`src/sv/asg_pkg.sv`:
```
// Package for the aliquot sequence generator: widths, limits, codes and
// the request and response structs of the shared arithmetic unit.
// No dependencies.
package asg_pkg;

   localparam int VAL_W   = 53;   // width of a sequence term
   localparam int IDX_W   = 6;    // width of a term index
   localparam int LEN_W   = 7;    // width of a sequence length
   localparam int ACC_W   = 64;   // width of the divisor-sum datapath
   localparam int P_W     = 32;   // width of a trial divisor
   localparam int CSR_IDX_W = 1;
   localparam int CSR_DAT_W = 6;

   localparam int MAX_TERMS = 64;
   localparam logic [VAL_W-1:0] TERM_LIMIT = 53'd1000000000000000;
   localparam logic [IDX_W-1:0] LIM_MAX = IDX_W'(MAX_TERMS - 1);

   localparam logic [CSR_IDX_W-1:0] CSR_MAX_LENGTH = 1'b0;
   localparam logic [CSR_IDX_W-1:0] CSR_FULL_MODE  = 1'b1;

   typedef enum logic [1:0] {
      STOP_RUN   = 2'd0,
      STOP_ZERO  = 2'd1,
      STOP_LIMIT = 2'd2,
      STOP_BIG   = 2'd3
   } stop_type;

   typedef enum logic {
      OP_DIV = 1'b0,
      OP_MUL = 1'b1
   } alu_op_type;

   // For OP_DIV, a holds the dividend and b the divisor.
   // For OP_MUL, a holds the multiplier and b the multiplicand.
   typedef struct packed {
      logic             go;
      alu_op_type       op;
      logic [ACC_W-1:0] a;
      logic [ACC_W-1:0] b;
   } alu_req_type;

   // After a division, x holds the quotient and acc the remainder.
   // After a multiplication, acc holds the product.
   typedef struct packed {
      logic             done;
      logic [ACC_W-1:0] x;
      logic [ACC_W-1:0] acc;
   } alu_rsp_type;

endpackage

```
`src/sv/asg_ifs.sv`:
```
// Handshake interfaces of the aliquot sequence generator: start numbers,
// sequence terms and register writes. Depends on asg_pkg.
interface asg_req_if;
   import asg_pkg::*;
   logic             valid;
   logic             ready;
   logic [VAL_W-1:0] start_number;
   modport source (output valid, output start_number, input ready);
   modport sink   (input valid, input start_number, output ready);
endinterface

interface asg_rsp_if;
   import asg_pkg::*;
   logic             valid;
   logic             ready;
   logic [VAL_W-1:0] term_value;
   logic [IDX_W-1:0] term_index;
   logic [LEN_W-1:0] seq_length;
   logic [1:0]       stop_reason;
   logic             last_result;
   modport source (output valid, output term_value, output term_index,
                   output seq_length, output stop_reason, output last_result,
                   input ready);
   modport sink   (input valid, input term_value, input term_index,
                   input seq_length, input stop_reason, input last_result,
                   output ready);
endinterface

interface asg_csr_if;
   import asg_pkg::*;
   logic                 valid;
   logic                 ready;
   logic [CSR_IDX_W-1:0] index;
   logic [CSR_DAT_W-1:0] data;
   modport source (output valid, output index, output data, input ready);
   modport sink   (input valid, input index, input data, output ready);
endinterface

```
`src/sv/asg_alu.sv`:
```
// Shared multi-cycle arithmetic unit: restoring division one quotient bit
// per cycle, and shift-add multiplication one multiplier bit per cycle.
// Both use the same adder. Depends on asg_pkg.
module asg_alu (
   input  logic                 clock,
   input  logic                 reset,
   input  asg_pkg::alu_req_type alu_req,
   output asg_pkg::alu_rsp_type alu_rsp
);
   import asg_pkg::*;

   localparam int CNT_W = $clog2(VAL_W);

   logic             busy_ff, busy_in;
   logic             done_ff, done_in;
   alu_op_type       op_ff, op_in;
   logic [CNT_W-1:0] cnt_ff, cnt_in;
   logic [ACC_W-1:0] x_ff, x_in;
   logic [ACC_W-1:0] y_ff, y_in;
   logic [ACC_W-1:0] acc_ff, acc_in;

   logic [P_W:0]     shifted;
   logic [ACC_W-1:0] opa, opb;
   logic             sub;
   logic [ACC_W:0]   sum;
   logic             ge;

   // The partial remainder stays below the divisor, so it fits in P_W bits.
   assign shifted = {acc_ff[P_W-1:0], x_ff[VAL_W-1]};
   assign sub     = (op_ff == OP_DIV);
   assign opa     = sub ? {{(ACC_W-P_W-1){1'b0}}, shifted} : acc_ff;
   assign opb     = sub ? ~y_ff : y_ff;
   assign sum     = {1'b0, opa} + {1'b0, opb} + {{ACC_W{1'b0}}, sub};
   assign ge      = sum[ACC_W];

   always_comb begin
      busy_in = busy_ff;
      done_in = 1'b0;
      op_in   = op_ff;
      cnt_in  = cnt_ff;
      x_in    = x_ff;
      y_in    = y_ff;
      acc_in  = acc_ff;
      if (alu_req.go) begin
         busy_in = 1'b1;
         op_in   = alu_req.op;
         cnt_in  = '0;
         x_in    = alu_req.a;
         y_in    = alu_req.b;
         acc_in  = '0;
      end else if (busy_ff) begin
         unique case (op_ff)
            OP_DIV: begin
               x_in   = {x_ff[ACC_W-2:0], ge};
               acc_in = {{(ACC_W-P_W){1'b0}}, ge ? sum[P_W-1:0] : shifted[P_W-1:0]};
               cnt_in = cnt_ff + CNT_W'(1);
               if (cnt_ff == CNT_W'(VAL_W - 1)) begin
                  busy_in = 1'b0;
                  done_in = 1'b1;
               end
            end
            OP_MUL: begin
               if (x_ff == '0) begin
                  busy_in = 1'b0;
                  done_in = 1'b1;
               end else begin
                  if (x_ff[0]) acc_in = sum[ACC_W-1:0];
                  x_in = {1'b0, x_ff[ACC_W-1:1]};
                  y_in = {y_ff[ACC_W-2:0], 1'b0};
               end
            end
            default: busy_in = 1'b0;
         endcase
      end
   end

   always_ff @(posedge clock) begin
      if (reset) begin
         busy_ff <= 1'b0;
         done_ff <= 1'b0;
         op_ff   <= OP_DIV;
      end else begin
         busy_ff <= busy_in;
         done_ff <= done_in;
         op_ff   <= op_in;
      end
      cnt_ff <= cnt_in;
      x_ff   <= x_in;
      y_ff   <= y_in;
      acc_ff <= acc_in;
   end

   assign alu_rsp.done = done_ff;
   assign alu_rsp.x    = x_ff;
   assign alu_rsp.acc  = acc_ff;

endmodule

```
`src/sv/aliquot_sequence_generator.sv`:
```
// Aliquot sequence generator, top level: sequencer, registers, output word.
// Depends on asg_pkg, asg_ifs and asg_alu.
//
// A start number is taken on req when the block is idle. The block then
// walks the aliquot sequence, each next term being the sum of the proper
// divisors of the current one, found by trial division from the prime
// factorization. In full mode every term goes out on rsp as one word; in
// length mode a single word carries the length and stop reason. The last
// word has last_result set and the stop reason: zero reached, index limit
// (max_length, 0 meaning 63) reached, or a term above 10^15.
// The divider sets the pace. Each trial divisor costs one division, each
// prime power found a multiplication and a division more and each prime
// a multiplication more; trial divisors run up to the square root of the
// remaining cofactor, so the largest terms take longest.
// req.ready is high only between start numbers.
// csr writes (index 0 max_length, index 1 full_mode) are always taken and
// apply from the next start number on.
// Reset empties the output register, drops to idle and sets max_length to
// 63 and full_mode to 1. When rsp stalls, the word waits in the output
// register and the sequencer holds before placing the next one.
module aliquot_sequence_generator (
   input logic         clock,
   input logic         reset,
   asg_req_if.sink     req,
   asg_rsp_if.source   rsp,
   asg_csr_if.sink     csr
);
   import asg_pkg::*;

   typedef enum logic [12:0] {
      S_IDLE  = 13'b0000000000001,
      S_CHECK = 13'b0000000000010,
      S_ODIV  = 13'b0000000000100,
      S_OWAIT = 13'b0000000001000,
      S_PMUL  = 13'b0000000010000,
      S_PWAIT = 13'b0000000100000,
      S_IDIV  = 13'b0000001000000,
      S_IWAIT = 13'b0000010000000,
      S_SMUL  = 13'b0000100000000,
      S_SWAIT = 13'b0001000000000,
      S_FIN   = 13'b0010000000000,
      S_FWAIT = 13'b0100000000000,
      S_NEXT  = 13'b1000000000000
   } state_type;

   state_type        state_ff, state_in;

   logic [IDX_W-1:0] max_length_ff, max_length_in;
   logic             full_mode_ff, full_mode_in;

   logic [VAL_W-1:0] n_ff, n_in;
   logic [IDX_W-1:0] k_ff, k_in;
   logic [IDX_W-1:0] lim_ff, lim_in;
   logic             full_ff, full_in;
   logic [VAL_W-1:0] m_ff, m_in;
   logic [P_W-1:0]   p_ff, p_in;
   logic [ACC_W-1:0] sigma_ff, sigma_in;
   logic [ACC_W-1:0] part_ff, part_in;
   logic [ACC_W-1:0] pw_ff, pw_in;

   logic             out_valid_ff, out_valid_in;
   logic [VAL_W-1:0] out_value_ff, out_value_in;
   logic [IDX_W-1:0] out_index_ff, out_index_in;
   logic [LEN_W-1:0] out_length_ff, out_length_in;
   stop_type         out_reason_ff, out_reason_in;
   logic             out_last_ff, out_last_in;

   alu_req_type      alu_req;
   alu_rsp_type      alu_rsp;

   stop_type         reason;
   logic [LEN_W-1:0] length;
   logic             out_free;
   logic [VAL_W-1:0] quot;
   logic [P_W-1:0]   rem;
   logic [P_W-1:0]   p_next;

   asg_alu u_alu (
      .clock   (clock),
      .reset   (reset),
      .alu_req (alu_req),
      .alu_rsp (alu_rsp)
   );

   assign quot   = alu_rsp.x[VAL_W-1:0];
   assign rem    = alu_rsp.acc[P_W-1:0];
   assign p_next = (p_ff == P_W'(2)) ? P_W'(3) : p_ff + P_W'(2);
   assign out_free = !out_valid_ff || rsp.ready;

   // Zero is checked before the term limit, and both before the index limit.
   always_comb begin
      if (n_ff == '0) begin
         reason = STOP_ZERO;
         length = {1'b0, k_ff};
      end else if (n_ff > TERM_LIMIT) begin
         reason = STOP_BIG;
         length = {1'b0, k_ff};
      end else if (k_ff >= lim_ff) begin
         reason = STOP_LIMIT;
         length = {1'b0, lim_ff} + LEN_W'(1);
      end else begin
         reason = STOP_RUN;
         length = '0;
      end
   end

   always_comb begin
      max_length_in = max_length_ff;
      full_mode_in  = full_mode_ff;
      if (csr.valid) begin
         if (csr.index == CSR_MAX_LENGTH) max_length_in = csr.data[IDX_W-1:0];
         else full_mode_in = csr.data[0];
      end
   end

   always_comb begin
      state_in      = state_ff;
      n_in          = n_ff;
      k_in          = k_ff;
      lim_in        = lim_ff;
      full_in       = full_ff;
      m_in          = m_ff;
      p_in          = p_ff;
      sigma_in      = sigma_ff;
      part_in       = part_ff;
      pw_in         = pw_ff;
      out_valid_in  = out_valid_ff && !rsp.ready;
      out_value_in  = out_value_ff;
      out_index_in  = out_index_ff;
      out_length_in = out_length_ff;
      out_reason_in = out_reason_ff;
      out_last_in   = out_last_ff;
      alu_req.go    = 1'b0;
      alu_req.op    = OP_DIV;
      alu_req.a     = {{(ACC_W-VAL_W){1'b0}}, m_ff};
      alu_req.b     = {{(ACC_W-P_W){1'b0}}, p_ff};

      unique case (state_ff)
         S_IDLE: begin
            if (req.valid) begin
               n_in     = req.start_number;
               k_in     = '0;
               lim_in   = (max_length_ff == '0 || max_length_ff > LIM_MAX) ?
                          LIM_MAX : max_length_ff;
               full_in  = full_mode_ff;
               state_in = S_CHECK;
            end
         end
         S_CHECK: begin
            if (full_ff || reason != STOP_RUN) begin
               if (out_free) begin
                  out_valid_in  = 1'b1;
                  out_value_in  = full_ff ? n_ff : '0;
                  out_index_in  = k_ff;
                  out_length_in = length;
                  out_reason_in = reason;
                  out_last_in   = (reason != STOP_RUN);
                  if (reason != STOP_RUN) begin
                     state_in = S_IDLE;
                  end else begin
                     m_in     = n_ff;
                     p_in     = P_W'(2);
                     sigma_in = ACC_W'(1);
                     state_in = S_ODIV;
                  end
               end
            end else begin
               m_in     = n_ff;
               p_in     = P_W'(2);
               sigma_in = ACC_W'(1);
               state_in = S_ODIV;
            end
         end
         S_ODIV: begin
            alu_req.go = 1'b1;
            state_in   = S_OWAIT;
         end
         S_OWAIT: begin
            if (alu_rsp.done) begin
               // Trial division stops once p exceeds m / p.
               if ({{(VAL_W-P_W){1'b0}}, p_ff} > quot) begin
                  state_in = S_FIN;
               end else if (rem != '0) begin
                  p_in     = p_next;
                  state_in = S_ODIV;
               end else begin
                  m_in     = quot;
                  part_in  = ACC_W'(1);
                  pw_in    = ACC_W'(1);
                  state_in = S_PMUL;
               end
            end
         end
         S_PMUL: begin
            alu_req.go = 1'b1;
            alu_req.op = OP_MUL;
            alu_req.a  = {{(ACC_W-P_W){1'b0}}, p_ff};
            alu_req.b  = pw_ff;
            state_in   = S_PWAIT;
         end
         S_PWAIT: begin
            if (alu_rsp.done) begin
               pw_in    = alu_rsp.acc;
               part_in  = part_ff + alu_rsp.acc;
               state_in = S_IDIV;
            end
         end
         S_IDIV: begin
            alu_req.go = 1'b1;
            state_in   = S_IWAIT;
         end
         S_IWAIT: begin
            if (alu_rsp.done) begin
               if (rem == '0) begin
                  m_in     = quot;
                  state_in = S_PMUL;
               end else begin
                  state_in = S_SMUL;
               end
            end
         end
         S_SMUL: begin
            alu_req.go = 1'b1;
            alu_req.op = OP_MUL;
            alu_req.a  = part_ff;
            alu_req.b  = sigma_ff;
            state_in   = S_SWAIT;
         end
         S_SWAIT: begin
            if (alu_rsp.done) begin
               sigma_in = alu_rsp.acc;
               p_in     = p_next;
               state_in = S_ODIV;
            end
         end
         S_FIN: begin
            // A cofactor left above one is a prime of its own.
            if (m_ff > VAL_W'(1)) begin
               alu_req.go = 1'b1;
               alu_req.op = OP_MUL;
               alu_req.a  = {{(ACC_W-VAL_W){1'b0}}, m_ff} + ACC_W'(1);
               alu_req.b  = sigma_ff;
               state_in   = S_FWAIT;
            end else begin
               state_in = S_NEXT;
            end
         end
         S_FWAIT: begin
            if (alu_rsp.done) begin
               sigma_in = alu_rsp.acc;
               state_in = S_NEXT;
            end
         end
         S_NEXT: begin
            n_in     = sigma_ff[VAL_W-1:0] - n_ff;
            k_in     = k_ff + IDX_W'(1);
            state_in = S_CHECK;
         end
         default: state_in = S_IDLE;
      endcase
   end

   always_ff @(posedge clock) begin
      if (reset) begin
         state_ff      <= S_IDLE;
         max_length_ff <= IDX_W'(63);
         full_mode_ff  <= 1'b1;
         out_valid_ff  <= 1'b0;
      end else begin
         state_ff      <= state_in;
         max_length_ff <= max_length_in;
         full_mode_ff  <= full_mode_in;
         out_valid_ff  <= out_valid_in;
      end
      n_ff          <= n_in;
      k_ff          <= k_in;
      lim_ff        <= lim_in;
      full_ff       <= full_in;
      m_ff          <= m_in;
      p_ff          <= p_in;
      sigma_ff      <= sigma_in;
      part_ff       <= part_in;
      pw_ff         <= pw_in;
      out_value_ff  <= out_value_in;
      out_index_ff  <= out_index_in;
      out_length_ff <= out_length_in;
      out_reason_ff <= out_reason_in;
      out_last_ff   <= out_last_in;
   end

   assign req.ready       = (state_ff == S_IDLE);
   assign csr.ready       = 1'b1;
   assign rsp.valid       = out_valid_ff;
   assign rsp.term_value  = out_value_ff;
   assign rsp.term_index  = out_index_ff;
   assign rsp.seq_length  = out_length_ff;
   assign rsp.stop_reason = out_reason_ff;
   assign rsp.last_result = out_last_ff;

   // The arithmetic unit finishes only while the sequencer waits for it.
   a_alu_done_in_wait: assert property (@(posedge clock) disable iff (reset)
      alu_rsp.done |-> (state_ff == S_OWAIT || state_ff == S_PWAIT ||
                        state_ff == S_IWAIT || state_ff == S_SWAIT ||
                        state_ff == S_FWAIT))
      else $error("arithmetic unit finished outside a wait state");

   // The final word of a sequence always carries a stop reason, the others none.
   a_last_has_reason: assert property (@(posedge clock) disable iff (reset)
      out_valid_ff |-> (out_last_ff == (out_reason_ff != STOP_RUN)))
      else $error("last_result and stop_reason disagree");

   // Trial division starts only on a nonzero cofactor with a divisor of two or more.
   a_div_operands: assert property (@(posedge clock) disable iff (reset)
      (state_ff == S_ODIV) |-> (m_ff != '0 && p_ff >= P_W'(2)))
      else $error("division issued with bad operands");

   // A new term is formed only below the index limit.
   a_index_bound: assert property (@(posedge clock) disable iff (reset)
      (state_ff == S_NEXT) |-> (k_ff < lim_ff))
      else $error("term index ran past its limit");

endmodule
```
`src/flat_wrapper.sv`:
```
// flat-port wrapper written by rule: the top's interface ports become plain ports
module aliquot_sequence_generator_flat import asg_pkg::*;
  (clock, reset, req_valid, req_start_number, req_ready, rsp_valid, rsp_term_value, rsp_term_index, rsp_seq_length, rsp_stop_reason, rsp_last_result, rsp_ready, csr_valid, csr_index, csr_data, csr_ready);
  asg_req_if req_i ();
  asg_rsp_if rsp_i ();
  asg_csr_if csr_i ();
  input logic clock;
  input logic reset;
  input wire logic [$bits(req_i.valid)-1:0] req_valid;
  input wire logic [$bits(req_i.start_number)-1:0] req_start_number;
  output wire logic [$bits(req_i.ready)-1:0] req_ready;
  output wire logic [$bits(rsp_i.valid)-1:0] rsp_valid;
  output wire logic [$bits(rsp_i.term_value)-1:0] rsp_term_value;
  output wire logic [$bits(rsp_i.term_index)-1:0] rsp_term_index;
  output wire logic [$bits(rsp_i.seq_length)-1:0] rsp_seq_length;
  output wire logic [$bits(rsp_i.stop_reason)-1:0] rsp_stop_reason;
  output wire logic [$bits(rsp_i.last_result)-1:0] rsp_last_result;
  input wire logic [$bits(rsp_i.ready)-1:0] rsp_ready;
  input wire logic [$bits(csr_i.valid)-1:0] csr_valid;
  input wire logic [$bits(csr_i.index)-1:0] csr_index;
  input wire logic [$bits(csr_i.data)-1:0] csr_data;
  output wire logic [$bits(csr_i.ready)-1:0] csr_ready;
  assign req_i.valid = req_valid;
  assign req_i.start_number = req_start_number;
  assign req_ready = req_i.ready;
  assign rsp_valid = rsp_i.valid;
  assign rsp_term_value = rsp_i.term_value;
  assign rsp_term_index = rsp_i.term_index;
  assign rsp_seq_length = rsp_i.seq_length;
  assign rsp_stop_reason = rsp_i.stop_reason;
  assign rsp_last_result = rsp_i.last_result;
  assign rsp_i.ready = rsp_ready;
  assign csr_i.valid = csr_valid;
  assign csr_i.index = csr_index;
  assign csr_i.data = csr_data;
  assign csr_ready = csr_i.ready;
  aliquot_sequence_generator u_core (.clock(clock), .reset(reset), .req(req_i), .rsp(rsp_i), .csr(csr_i));
endmodule
```
`config.mk`:
```
export PLATFORM = sky130hd
export DESIGN_NAME = aliquot_sequence_generator_flat
export DESIGN_NICKNAME = d
export VERILOG_FILES = /design/src/sv/asg_pkg.sv /design/src/sv/asg_ifs.sv /design/src/sv/asg_alu.sv /design/src/sv/aliquot_sequence_generator.sv /design/src/flat_wrapper.sv
export SDC_FILE = /design/constraint.sdc
export NUM_CORES = 2
export LEC_CHECK = 0
export ABC_CLOCK_PERIOD_IN_PS = 19000
export BUFFER_PORTS_ARGS = -buffer_cell sky130_fd_sc_hd__buf_2
export CAP_MARGIN = 20
export CORE_MARGIN = 1.5
export CORE_UTILIZATION = 45
export CTS_BUF_LIST = sky130_fd_sc_hd__clkbuf_4 sky130_fd_sc_hd__clkbuf_8
export DETAILED_ROUTE_END_ITERATION = 12
export MAX_ROUTING_LAYER = met4
export PLACE_DENSITY_LB_ADDON = 0.08
export SLEW_MARGIN = 10
export SYNTH_ARGS = -nofsm -noshare
export SYNTH_HDL_FRONTEND = slang
export SYNTH_SLANG_ARGS = --single-unit
```
`constraint.sdc`:
```
create_clock -name clock -period 19 [get_ports clock]
set_input_delay 2.85 -clock clock [delete_from_list [all_inputs] [get_ports clock]]
set_output_delay 2.85 -clock clock [all_outputs]
set_load 0.05 [all_outputs]
```
* After elaboration in Yosys (flattened, before gate mapping)
Cells that the tools add are included.
Word-level totals: bits of input ports 65, flip-flop bits (word level) 634, memories 0, memory bits (writable) 0, bits in latches 0, logic and storage cells 195, output and inout bits 72, ROM bits 0
Operators by class: mux-type cells 81, shift-type cells 0, $add $sub $neg 9, divide/modulo/power cells 0, reduce and logical (&&, ||, !) cells 37, bitwise logic cells 5, multiply operators 0, magnitude comparators 5, eq/ne operators 32
Operators by type and width (count):
- $mux W64 | 19
- $pmux W64 S2 | 5
- $mux W53 | 9
- $pmux W129 S3 | 1
- $mux W32 | 9
- $pmux W13 S13 | 1
- $pmux W53 S3 | 1
- $mux W130 | 1
- $mux W13 | 9
- $pmux W53 S2 | 1
- $pmux W32 S3 | 1
- $add A64 B64 Y65 | 1
- $add A65 B1 Y65 | 1
- $add A64 B64 Y64 | 1
- $logic_not A64 Y1 | 1
- $not A64 Y64 | 1
- $add A53 B1 Y54 const B | 1
- $gt A32 B53 Y1 | 1
- $gt A53 B1 Y1 const B | 1
- $gt A53 B50 Y1 const B | 1
- $logic_not A53 Y1 | 1
- $sub A53 B53 Y53 | 1
- $add A32 B2 Y32 const B | 1
- $eq A32 B2 Y1 const B | 1
- other kinds (49) | 99

* Depth between registers and ports, before layout
depth in word-level cells 9, depth in mapped cells 20, mapped depth without buffers 13

* Modules after synthesis
Synthesis repeated with hierarchy kept, for this count alone.
Unflattened totals: cell total of the unflattened synthesis 4404, area, all modules 42369.4 um^2
Modules (own cells, without submodules):
- aliquot_sequence_generator | cells each 3010, area an instance 28398.5 um^2, instances 1
- asg_alu | cells each 1394, area an instance 13970.9 um^2, instances 1

* Least setup slack after synthesis
OpenSTA, ideal clock, no wires.
path kind input-to-reg, from input port rsp_ready, to register u_core.sigma_ff[0] (enable), arrival time 7764 ps, slack 10652 ps, cell stages on the path 3, cells stage by stage nand2b_1 > or2_2 > a21boi_0
On the way: cells in the longest elaborated chain, start to end 3
RTL lines:
- start: declaration | RTL line flat_wrapper.sv:18 | input wire logic [$bits(rsp_i.ready)-1:0] rsp_ready;
- $logic_or A1 B1 Y1 | RTL line aliquot_sequence_generator.sv:88 | assign out_free = !out_valid_ff || rsp.ready;
- $ne A3 B2 Y1 (no source line)
- $reduce_and A4 Y1 (no source line)
- end signal: assignment | RTL line aliquot_sequence_generator.sv:281 | sigma_ff <= sigma_in;
- end: declaration | RTL line aliquot_sequence_generator.sv:57 | logic [ACC_W-1:0] sigma_ff, sigma_in;
Every way passes these cells. A chain may end at the register's enable or synchronous reset.

* Final worst setup path
from register u_core.u_alu.op_ff, to register u_core.u_alu.acc_ff[0]
On the way: cells in the longest elaborated chain, start to end 6, elaborated cells between the ends (all ways) 12, classes of those cells 2 x add/sub; 2 x eq/ne; 6 x mux; 1 x bitwise; 1 x reduce/logical
RTL lines:
- start: declaration | RTL line asg_alu.sv:16 | alu_op_type op_ff, op_in;
- start signal: assignment | RTL line asg_alu.sv:85 | op_ff <= op_in;
- $mux W64 (on tied branches) | RTL line asg_alu.sv:31, asg_alu.sv:32
- $add A64 B64 Y65 | RTL line asg_alu.sv:33 | assign sum = {1'b0, opa} + {1'b0, opb} + {{ACC_W{1'b0}}, sub};
- $add A65 B1 Y65 | RTL line asg_alu.sv:33
- $mux W64 | RTL line asg_alu.sv:67 | if (x_ff[0]) acc_in = sum[ACC_W-1:0];
- $mux W64 | RTL line asg_alu.sv:63 | if (x_ff == '0) begin
- $pmux W64 S2 | RTL line asg_alu.sv:52 | unique case (op_ff)
- end signal: assignment | RTL line asg_alu.sv:90 | acc_ff <= acc_in;
- end: declaration | RTL line asg_alu.sv:20 | logic [ACC_W-1:0] acc_ff, acc_in;
Parallel ways exist; a longest one is shown, timed or not. The select of a mux whose other input is x is not followed.

==> metrics.md <==
| Metric | Value |
|---|---|
| Routed Wire Length | `~140,000 um` |
| Pre-CTS WS | `around 13 ns` |
| Num CTS Buffers | `about 120` |
| DPL Wire Length | `between 100,000 and 150,000 um` |
| CP Data Arrival Time | `between 6 and 7 ns` |
| Die ar. | `slightly above 90,000 sq um` |
| Dominant synthesized flop cell | `edfxtp_1` |
| Root buffer cell | `clkbuf_8` |
| Final period util | `0.300` |
| Inst Count DP | `5,450` |
| GP Congestion | `around 0.95` |
| Drt pass-1 iters | `7` |
| Worst slew margin | `0.229` |
| CTS clk-pin slew, worst paths | `0.06 ns` |
| Sw frac | `0.299` |
| DRC Markers | `0` |
| Routed Antenna Nets | `0` |
| Most frequent cells in the layout | `edfxtp_1 (540), nand2_1 (445), nor2_1 (323)` |
| Crit Path Max Fanout | `53` |
| Reg power frac | `0.451` |
| Vias | `34,300` |
| Setup CP Type | `reg2reg` |
| Worst-margin pin slew | `~1.1 ns` |
| Setup ws final | `roughly 13 ns` |
| First-pass GRT wire length | `209,000 um` |
| Vias in the first global route | `roughly 33,000` |
| Seq/Total Area, Yosys | `0.440` |
| Ports | `137` |
| CTS max path bufs | `3` |
| Initial Utilization | `0.456` |
| PortBufs | `about 140` |
| CP endpoint kind | `flop` |
| Layout cell share with drive strength beyond 1 | `0.110` |
| # Max-Cap Violations | `0` |
| Setup TNS | `0 ns` |
| Switching Power | `between 1 and 1.5 mW` |
| Syn Nets | `about 4,600` |
| Asr flop ratio synth | `0` |
| Post-route insts no fill | `approximately 5,700` |
| Comb power frac | `0.172` |
| CP required | `between 15 and 20 ns` |
| CTS tree | `yes` |
| Outcome | `completed` |
| Min cycle time layout | `roughly 5.7 ns` |
| VDD IR max | `0.0000575 V` |
| Core footprint | `roughly 90,000 sq um` |
| # rows | `110` |
| GRT Util Overall | `0.303` |
| Die width | `a little over 300 um` |
| Final Slew Violations | `0` |
| 1st-iter DRT viols | `3,200` |
| Ys Warns | `0` |
| Initial antenna violation count | `4` |
| Post-synth design cell area | `roughly 40,000 sq um` |
| Hold Crit Class | `reg2reg` |
| Setup violators final | `0` |
| Peak per-stage delay on the critical path | `approximately 0.68 ns` |
| Largest net degree at the start of global routing | `around 160` |
| Worst Skew | `around 0.04 ns` |
| # hold bufs at CTS | `0` |
| DR WL/cell | `approximately 25 um` |
| Synthesized flop and latch total | `between 600 and 700` |
| Cts repair resizes | `0` |
| Die Height | `305 um` |
| Gate Count Post-Synth | `4,322` |
| Most common cell after layout, fill and taps aside | `edfxtp_1` |
| Mean post-synth cell area | `around 9.5 sq um` |
| Pwr dens | `81.0 nW/um^2` |
| RSZ-0062 raised after global routing | `no` |
| Nets@finish | `between 4,000 and 5,000` |
| Fmax | `about 0.18 GHz` |
| Filler cell count | `about 8,700` |
| Slowest-stage cell, CP | `buf_4` |
| Vias per cell | `6.05` |
| Congestion Overflow GR | `0` |
| Fin. Hold Viols | `0` |
| CP startpoint kind | `flop` |
| Internal Power | `between 2 and 3 mW` |
| CTS H-tree depth | `3` |
| Yosys cell types | `95` |
| Post-synth EDFFs | `540` |
| CP Cell Sequence | `buf_4, buf_4, mux2_2, ha_1, nand4_1, nor2_1, nand2_1, a31oi_1, a211oi_1, and4_4, o31ai_4, buf_4, mux2_2, o311ai_0, a21oi_1` |
| CP most frequent cell | `buf_4` |
| Clock share of power | `0.378` |
| Worst skew pair latency | `0.79 ns` |
| Syn-to-layout area delta | `10.2%` |
| Postcts setup bufs | `0` |
| Leakage | `approximately 17 nW` |
| Clock Sinks | `between 600 and 700` |
-- layout make-up --
type / instances / area [sq um] / area share
Inverter: 186 / 698 / 0.0154
Clock buffer: 172 / 2120 / 0.0468
Sequential cell: 634 / 18100 / 0.399
Multi-Input combinational cell: 3274 / 21500 / 0.475
Timing Repair Buffer: 182 / 1080 / 0.0238
Antenna cell: 1 / 2.50 / 0.0000552
Clock inverter: 46 / 319 / 0.00704
Tap cell: 1176 / 1470 / 0.0325
-- sequential cells by signal (all words and copies together), names as in the netlist, 2 cells and up --
signal and cells:
u_core.rsp.term_value 53, u_core.max_length_ff 6, u_core.u_alu.acc_ff 64, u_core.lim_ff 6, u_core.rsp.term_index 6, u_core.rsp.seq_length 7
u_core.m_ff 53, u_core.state_ff 13, u_core.part_ff 64, u_core.rsp.stop_reason 2, u_core.n_ff 53, u_core.u_alu.cnt_ff 6
u_core.pw_ff 64, u_core.u_alu.y_ff 64, u_core.sigma_ff 64, u_core.p_ff 32, u_core.u_alu.x_ff 64, u_core.k_ff 6
-- power by group through the flow --
stage / clock network [mW] / registers (mW) / logic [mW]
floorplan: 0 / 1.65 / 0.449
global placement: 0 / 1.68 / 0.622
detailed placement: 0 / 1.68 / 0.623
CTS: 1.41 / 1.65 / 0.627
global route: 1.47 / 1.66 / 0.696
finish: 1.39 / 1.65 / 0.630
-- cells by family after synthesis --
| family | synth area share |
|---|---|
| AOI/OAI and AO/OA | 0.193 |
| xor gates and xnor gates | 0.0566 |
| adders and majority gates | 0.0693 |
| buffers and inverters | 0.0393 |
| DFF | 0.440 |
| muxes | 0.0319 |
| other | 0.0000912 |
| and+or+nand+nor | 0.170 |
-- worst max-delay path: cells and delay by family, from the launching register on --
family | cells | cell delay (ns)
AO/OA/AOI/OAI | 5 | 1.11
multiplexers | 2 | 0.79
buffers and inverters | 3 | 1.82
flip-flops | 1 | 0.65
adder cells (fa/ha/maj) | 1 | 0.44
AND/OR/NAND/NOR | 4 | 0.71
-- metrics by stage --
step	total power, mW	utilization	instance area [sq um]	hold slack, ns
finish	3.67	0.502	45300	0.440
global route	3.82	0.502	45300	0.468
CTS	3.69	0.502	45300	0.450
detailed placement	2.31	0.474	42800	0.437
global placement	2.31	0.474	42800	0.423
floorplan	2.10	-	41100	0.402
-- cells in the mapped netlist, types with 57 or more instances --
master / number / area share
clkbuf_1: 176 / 0.016
a21oi_1: 318 / 0.039
nand4_1: 80 / 0.012
o21ai_0: 312 / 0.038
nor2_1: 329 / 0.030
nor4_1: 72 / 0.011
edfxtp_1: 540 / 0.39
nor3_1: 64 / 0.0078
xnor2_1: 164 / 0.035
nand3_1: 86 / 0.010
mux2i_1: 67 / 0.016
xor2_1: 102 / 0.022
a222oi_1: 69 / 0.017
and2_1: 179 / 0.027
ha_1: 223 / 0.068
nand2_1: 448 / 0.041
mux2_2: 57 / 0.016
dfxtp_1: 94 / 0.046
inv_1: 184 / 0.017
a21o_1: 125 / 0.023
-- final timing paths --
kind / endpoint / startpoint / cells after the start / slack, ns
max: u_core.u_alu.acc_ff[0] / u_core.u_alu.op_ff / 15 / 13.31
min: u_core.full_ff / u_core.full_mode_ff / 0 / 0.44
max reg2reg: u_core.u_alu.acc_ff[0] / u_core.u_alu.op_ff / 15 / 13.31
min reg2reg: u_core.full_ff / u_core.full_mode_ff / 0 / 0.44
-- routing by layer --
layer,part of all wire,GRT usage,vias up
met5,0,-,-
met4,0.053,0.145,0
met3,0.051,0.0393,301
met2,0.48,0.497,1114
met1,0.41,0.370,16700
li1,-,-,16200
Note: power is estimated with default switching activity, not from simulation.
